`config.mk`:
```
export PLATFORM = sky130hd
export DESIGN_NAME = icf_front
export DESIGN_NICKNAME = d
export VERILOG_FILES = /design/src/rtl/icf_pkg.sv /design/src/rtl/icf_front.sv
export SDC_FILE = /design/constraint.sdc
export NUM_CORES = 1
export LEC_CHECK = 0
export ABC_AREA = 1
export BUFFER_PORTS_ARGS = -buffer_cell sky130_fd_sc_hd__clkbuf_2
export CORE_MARGIN = 4
export CORE_UTILIZATION = 50
export DETAILED_ROUTE_END_ITERATION = 10
export GPL_ROUTABILITY_DRIVEN = 1
export PLACE_DENSITY = 0.7
export SETUP_SLACK_MARGIN = 0.3
export SLEW_MARGIN = 10
export SYNTH_ARGS = -nofsm -noshare
export SYNTH_HDL_FRONTEND = slang
export SYNTH_SLANG_ARGS = --single-unit
```
`constraint.sdc`:
```
create_clock -name clk -period 20.2 [get_ports clk]
set_clock_uncertainty 0.2 [all_clocks]
set_input_delay 4.04 -clock clk [delete_from_list [all_inputs] [get_ports clk]]
set_output_delay 4.04 -clock clk [all_outputs]
set_load 0.05 [all_outputs]
```
`src/rtl/icf_pkg.sv`:
```
// icf_pkg: operation codes, routing classes and request record for the constant-fold alu
// used by every module under rtl; no dependencies
`default_nettype none
package icf_pkg;
	localparam int XLEN      = 64;
	localparam int OP_W      = 5;
	localparam int FIFO_DEPTH = 4;

	localparam logic [OP_W-1:0] OP_PLUS = 5'd0;
	localparam logic [OP_W-1:0] OP_NEG  = 5'd1;
	localparam logic [OP_W-1:0] OP_LNOT = 5'd2;
	localparam logic [OP_W-1:0] OP_BNOT = 5'd3;
	localparam logic [OP_W-1:0] OP_ADD  = 5'd4;
	localparam logic [OP_W-1:0] OP_SUB  = 5'd5;
	localparam logic [OP_W-1:0] OP_MUL  = 5'd6;
	localparam logic [OP_W-1:0] OP_DIV  = 5'd7;
	localparam logic [OP_W-1:0] OP_MOD  = 5'd8;
	localparam logic [OP_W-1:0] OP_AND  = 5'd9;
	localparam logic [OP_W-1:0] OP_OR   = 5'd10;
	localparam logic [OP_W-1:0] OP_SHL  = 5'd11;
	localparam logic [OP_W-1:0] OP_SHR  = 5'd12;
	localparam logic [OP_W-1:0] OP_XOR  = 5'd13;
	localparam logic [OP_W-1:0] OP_EQ   = 5'd14;
	localparam logic [OP_W-1:0] OP_NE   = 5'd15;
	localparam logic [OP_W-1:0] OP_LT   = 5'd16;
	localparam logic [OP_W-1:0] OP_LE   = 5'd17;
	localparam logic [OP_W-1:0] OP_GT   = 5'd18;
	localparam logic [OP_W-1:0] OP_GE   = 5'd19;
	localparam logic [OP_W-1:0] OP_LAND = 5'd20;
	localparam logic [OP_W-1:0] OP_LOR  = 5'd21;

	// unit class picked by the front end
	typedef enum logic [1:0] {
		CLS_SIMPLE = 2'd0,
		CLS_MUL    = 2'd1,
		CLS_DIV    = 2'd2,
		CLS_BAD    = 2'd3
	} cls_t;

	typedef struct packed {
		logic [OP_W-1:0] op;
		cls_t            cls;
		logic [XLEN-1:0] a;
		logic [XLEN-1:0] b;
	} req_t;

	typedef struct packed {
		logic [XLEN-1:0] value;
		logic            bad;
	} rsp_t;
endpackage
`default_nettype wire

```
`src/rtl/icf_front.sv`:
```
// icf_front: accepts requests, decodes the operation class, feeds the request queue
// depends on icf_pkg
`default_nettype none
module icf_front
	import icf_pkg::*;
(
	input  wire logic                clk,
	input  wire logic                arst_n,
	input  wire logic                in_valid,
	output logic                     in_ready,
	input  wire logic [OP_W-1:0]     op,
	input  wire logic [XLEN-1:0]     a,
	input  wire logic [XLEN-1:0]     b,
	output logic                     q_valid,
	input  wire logic                q_ready,
	output req_t                     q_req
);
	localparam int PTR_W = $clog2(FIFO_DEPTH);

	req_t            mem_q [FIFO_DEPTH];
	logic [PTR_W-1:0] wr_q, rd_q;
	logic [PTR_W:0]   cnt_q;
	cls_t            cls;
	logic            push, pop;

	// operation classification
	always_comb begin
		unique case (op)
			OP_MUL:                cls = CLS_MUL;
			OP_DIV, OP_MOD:        cls = CLS_DIV;
			default: cls = (op > OP_LOR) ? CLS_BAD : CLS_SIMPLE;
		endcase
	end

	assign in_ready = (cnt_q != (PTR_W+1)'(FIFO_DEPTH));
	assign push     = in_valid && in_ready;
	assign q_valid  = (cnt_q != '0);
	assign pop      = q_valid && q_ready;
	assign q_req    = mem_q[rd_q];

	// queue storage
	always_ff @(posedge clk) begin
		if (push) begin
			mem_q[wr_q] <= '{op: op, cls: cls, a: a, b: b};
		end
	end

	// queue pointers
	always_ff @(posedge clk or negedge arst_n) begin
		if (!arst_n) begin
			wr_q  <= '0;
			rd_q  <= '0;
			cnt_q <= '0;
		end else begin
			if (push) wr_q <= wr_q + 1'b1;
			if (pop)  rd_q <= rd_q + 1'b1;
			cnt_q <= cnt_q + (PTR_W+1)'(push) - (PTR_W+1)'(pop);
		end
	end

	assert property (@(posedge clk) disable iff (!arst_n) cnt_q <= (PTR_W+1)'(FIFO_DEPTH))
		else $error("queue count overflow");
	assert property (@(posedge clk) disable iff (!arst_n)
		(cnt_q == '0) |-> (wr_q == rd_q))
		else $error("empty queue with unequal pointers");
	assert property (@(posedge clk) disable iff (!arst_n)
		(push && !pop) |=> (cnt_q == $past(cnt_q) + 1'b1))
		else $error("queue count missed a push");
endmodule
`default_nettype wire

```
; After elaboration in Yosys (flattened, before gate mapping)
; Memories as Yosys holds them, arrays and structs flattened.
; Cells that the tools add are included.
[word_totals]
in_bits = 137
ramBits = 540
regBits = 7
out_inout_bits = 137
memories = 1
word_cells = 21
[op_classes]
n_reduce_logical = 4
mux = 4
n_addsub = 4
n_eq_ne = 4
n_lt_le_gt_ge = 1
[memory_table]
columns = memory, words, width, rd, rd_ports_with_merged_regs, wr, line_no
row1 = mem_q, 4, 135, 1, 0, 1, icf_front.sv:20  ; req_t mem_q [FIFO_DEPTH];
[ops]
columns = op, n
row1 = $eq 5x3->1 const B, 2
row2 = $eq 5x4->1 const B, 1
row3 = $gt 5x5->1 const B, 1
row4 = $add 2x1->2 const B, 2
row5 = $pmux 2 s2, 1
row6 = $add 3x1->3, 1
row7 = $ne 3x3->1 const B, 1
row8 = $reduce_bool 3->1, 1
row9 = $sub 3x1->3, 1
row10 = $logic_and 1x1->1, 2
row11 = $mux 1, 2
row12 = $mux 2, 1
row13 = $reduce_or 2->1, 1

; Longest topological paths before layout
[depth]
depth_word = 4
mapped_depth = 10

; Worst setup path after synthesis
; OpenSTA, ideal clock, no wires.
[synth_path]
path_type = input to register
from = input port in_valid
to = memory mem_q[0][0] (netlist bit), enable pin
path_stages = 2
arrival_time_ns = 9.837
slack_ns = 9.531
cell_sequence = nand2_1 > nor2_1
[synth_between]
elab_chain_len = 3
[synth_lines]
columns = item, line_no
row1 = from (decl), icf_front.sv:9  ; input wire logic in_valid,
row2 = $logic_and 1x1->1, icf_front.sv:36  ; assign push = in_valid && in_ready;
row3 = $mux 1, icf_front.sv:43  ; if (push) begin
row4 = $mux 1 (implied by the code), icf_front.sv:44  ; mem_q[wr_q] <= '{op: op, cls: cls, a: a, b: b};
row5 = to (decl), icf_front.sv:20
; No other way between the ends.

==> results.cfg <==
[setup_path]
cp.arrival_ps = 4730
r2r_start = cnt_q[1]$_DFF_PN0_
critPathMaxFanout = 129
cp-end-kind = output pin
required_ps = 15960
r2r_end = mem_q[2][61]$_DFFE_PP_
reg2reg_slack_ps = 17060
crit_type = reg -> out
critPathLaunchType = register
reg2reg_depth = 5

[worst_hold_path]
worst_hold_startpoint = cnt_q[0]$_DFF_PN0_
hold_depth = 1
hp-class = reg -> reg
hold_end = cnt_q[0]$_DFF_PN0_

[logic_synthesis]
synth.most_common_cell = edfxtp_1
synth_compound_area_frac = 0.09955
synth_top_family_by_area = simple AND/OR/NAND/NOR gates
async_flop_share = 0.01280
yosysSeqAreaShare = 0.7469
synth.avg_cell_area_um2 = 13.34
synth_nets = 1789
yosysWarnings = 0
yosys-top-cells-area = edfxtp_1 (74%), o211ai_2 (5.6%), nand2_1 (5.1%)
synthTopCellsByCount = edfxtp_1 (540), nand2_1 (296), nor2_1 (279), inv_1 (148), o21ai_0 (111)
synth_seq_cells = 547
synth_xor_area_frac = 0
synth_fa_ha_area_frac = 0.004333
synthFlopType = edfxtp_1
yosysTopAreaCellShare = 0.7389
yosys.area_share.simple = 0.1002
yosys.area.top_type = edfxtp_1
synth.distinct_cells = 19
syn_area_um2 = 21940
synthMuxAreaShare = 0
synth_enable_flop_cells = 540
syn_inst = 1645

[timing]
hold_viol_final = 0
finalCriticalPeriod_ps = 8974
finalCritPeriodShare = 0.4443
report.final.slew_viol_count = 0
max_freq_ghz = 0.1114
fin_setup_tns_ps = 0
setup_viol = 0
worst_pin_slew_ps = 1174
max_slew_margin = 0.2173
rsz0062_at_grt = no

[clock_tree]
ctsResizeCount = 0
holdBufCountCts = 0
cts_tree = built
cts.reportedPaths.clkPinSlew_ps = 60
numCtsBuffers = 54
clockBufferDepth = 3
clk_latency_ps = 590
post-cts-setup-buffer-count = 0
clock_sinks = 547
ctsHtreeMaxLevel = 2
cts-root-buf = clkbuf_16

[place]
finalWeightedCongestion = 0.7873
port_buffers = 273
dp.cells = 2430
hpwl_um = 25510

[drt]
routed_wl_um = 45000
drt_iter0_drc = 992
drc = 0
vias = 12880
dr.pass1.iters = 5
wl_per_cell_um = 17.78
detail-route-antenna-nets = 0
drt-vias-per-instance = 5.089

[power]
p_sw_frac = 0.4380
power_density_nw_per_um2 = 175.7
total_leakage_power_nw = 10.08
share_seq_of_total_power = 0.348
p_switching_mw = 1.968
combPwrFrac = 0.421
peakVddDrop_mv = 0.1250
clkPwrFrac = 0.231
power.internal_mw = 2.525

[layout]
area_growth_pct = 16.53
n_fill_cell = 3373
drive_gt1_frac = 0.2454
final_nets = 2045
fin_cells = 2531

[grt]
track_usage = 0.1882
gr-total-overflow = 0
grt_antenna_before_repair = 5
grt_first_pass_wirelength_um = 70120
grt_max_degree = 136
grt_pass1_vias = 12710

[floorplanning]
die_x_um = 217.5
num_rows = 76
die_y_um = 217.5
pin_count = 274
start_util = 0.5072
dieArea_um2 = 47310
core-area_um2 = 43270

[run_status]
status = finished clean

[job]
cap_violations = 0
## cell type report
| type | count | area, um^2 | area share |
|---|---|---|---|
| Antenna cell | 2 | 5.005 | 0.0001957 |
| Clock inverter | 31 | 410.4 | 0.01605 |
| Inverter | 150 | 578.1 | 0.02260 |
| Multi-Input combinational cell | 859 | 4508 | 0.1763 |
| Sequential cell | 547 | 16390 | 0.6411 |
| Clock buffer | 68 | 1445 | 0.05651 |
| Tap cell | 585 | 732.0 | 0.02862 |
| Timing Repair Buffer | 289 | 1499 | 0.05862 |
## how the worst max path moves through the flow
stage | start | end | slack (ps)
after floorplan | in_valid | mem_q[0][0]$_DFFE_PP_ | 9530
after global placement | rd_q[0]$_DFFE_PN0P_ | q_req[89] | 11890
after detailed placement | rd_q[0]$_DFFE_PN0P_ | q_req[71] | 11760
after CTS | rd_q[0]$_DFFE_PN0P_ | q_req[71] | 11120
after global routing | rd_q[0]$_DFFE_PN0P_ | q_req[73] | 10810
final | rd_q[0]$_DFFE_PN0P_ | q_req[71] | 11230
## routing by layer
layer | up-vias | global-route usage | part of all wire
met3 | 75 | 0.04988 | 0.070
met2 | 332 | 0.3065 | 0.48
li1 | 6253 | - | -
met5 | - | 0 | 0.00069
met4 | 6 | 0.04749 | 0.020
met1 | 6214 | 0.2555 | 0.43
## cells by family (layout without fill, tap and decap cells)
kind of cell,Yosys count,after routing
buf+inv,239,538
simple gates,582,582
compound gates,270,270
fa+ha+maj,7,7
other cells,0,2
flops,547,547
## worst max-delay path: stages, from the launching register on
cell      delay, ps
dfrtp_4         720
inv_8           610
buf_4           970
buf_4          1020
o21ai_0         250
nand2_1         150
clkbuf_2        290
## power groups by stage
stage,registers (mW),clock network [mW],logic (mW)
global route,1.58,1.12,2.04
finish,1.56,1.04,1.89
CTS,1.56,1.06,1.92
floorplan,1.60,0,1.49
global placement,1.58,0,1.89
detailed placement,1.59,0,1.91
## registers in the layout (all words and copies together), names as in the netlist
name	flops
wr_q	2
rd_q	2
cnt_q	3
mem_q	540
## through the flow
step	hold WS [ps]	util	total power, mW	setup WS [ps]	cell area, um^2
2_1_floorplan	279.4	-	3.092	9531	21940
3_3_place_gp	293.0	0.5480	3.469	11890	23710
3_5_place_dp	304.1	0.5480	3.498	11760	23710
4_1_cts	318.8	0.5909	4.543	11120	25570
5_1_grt	344.7	0.5910	4.736	10810	25570
6_report	317.9	0.5910	4.493	11230	25570
## layout by cell type, fill, tap and decap left out, types with 5 or more instances in the layout
cell / n
buf_4: 15
bufinv_16: 10
clkbuf_1: 11
clkbuf_16: 55
clkbuf_2: 273
clkinv_1: 6
clkinv_2: 11
dfrtp_1: 6
edfxtp_1: 540
ha_1: 6
inv_1: 148
nand2_1: 296
nand3_1: 5
nor2_1: 275
o211ai_1: 36
o211ai_2: 99
o21ai_0: 111
o21ai_1: 24
Power figures use the tool's default switching activity.
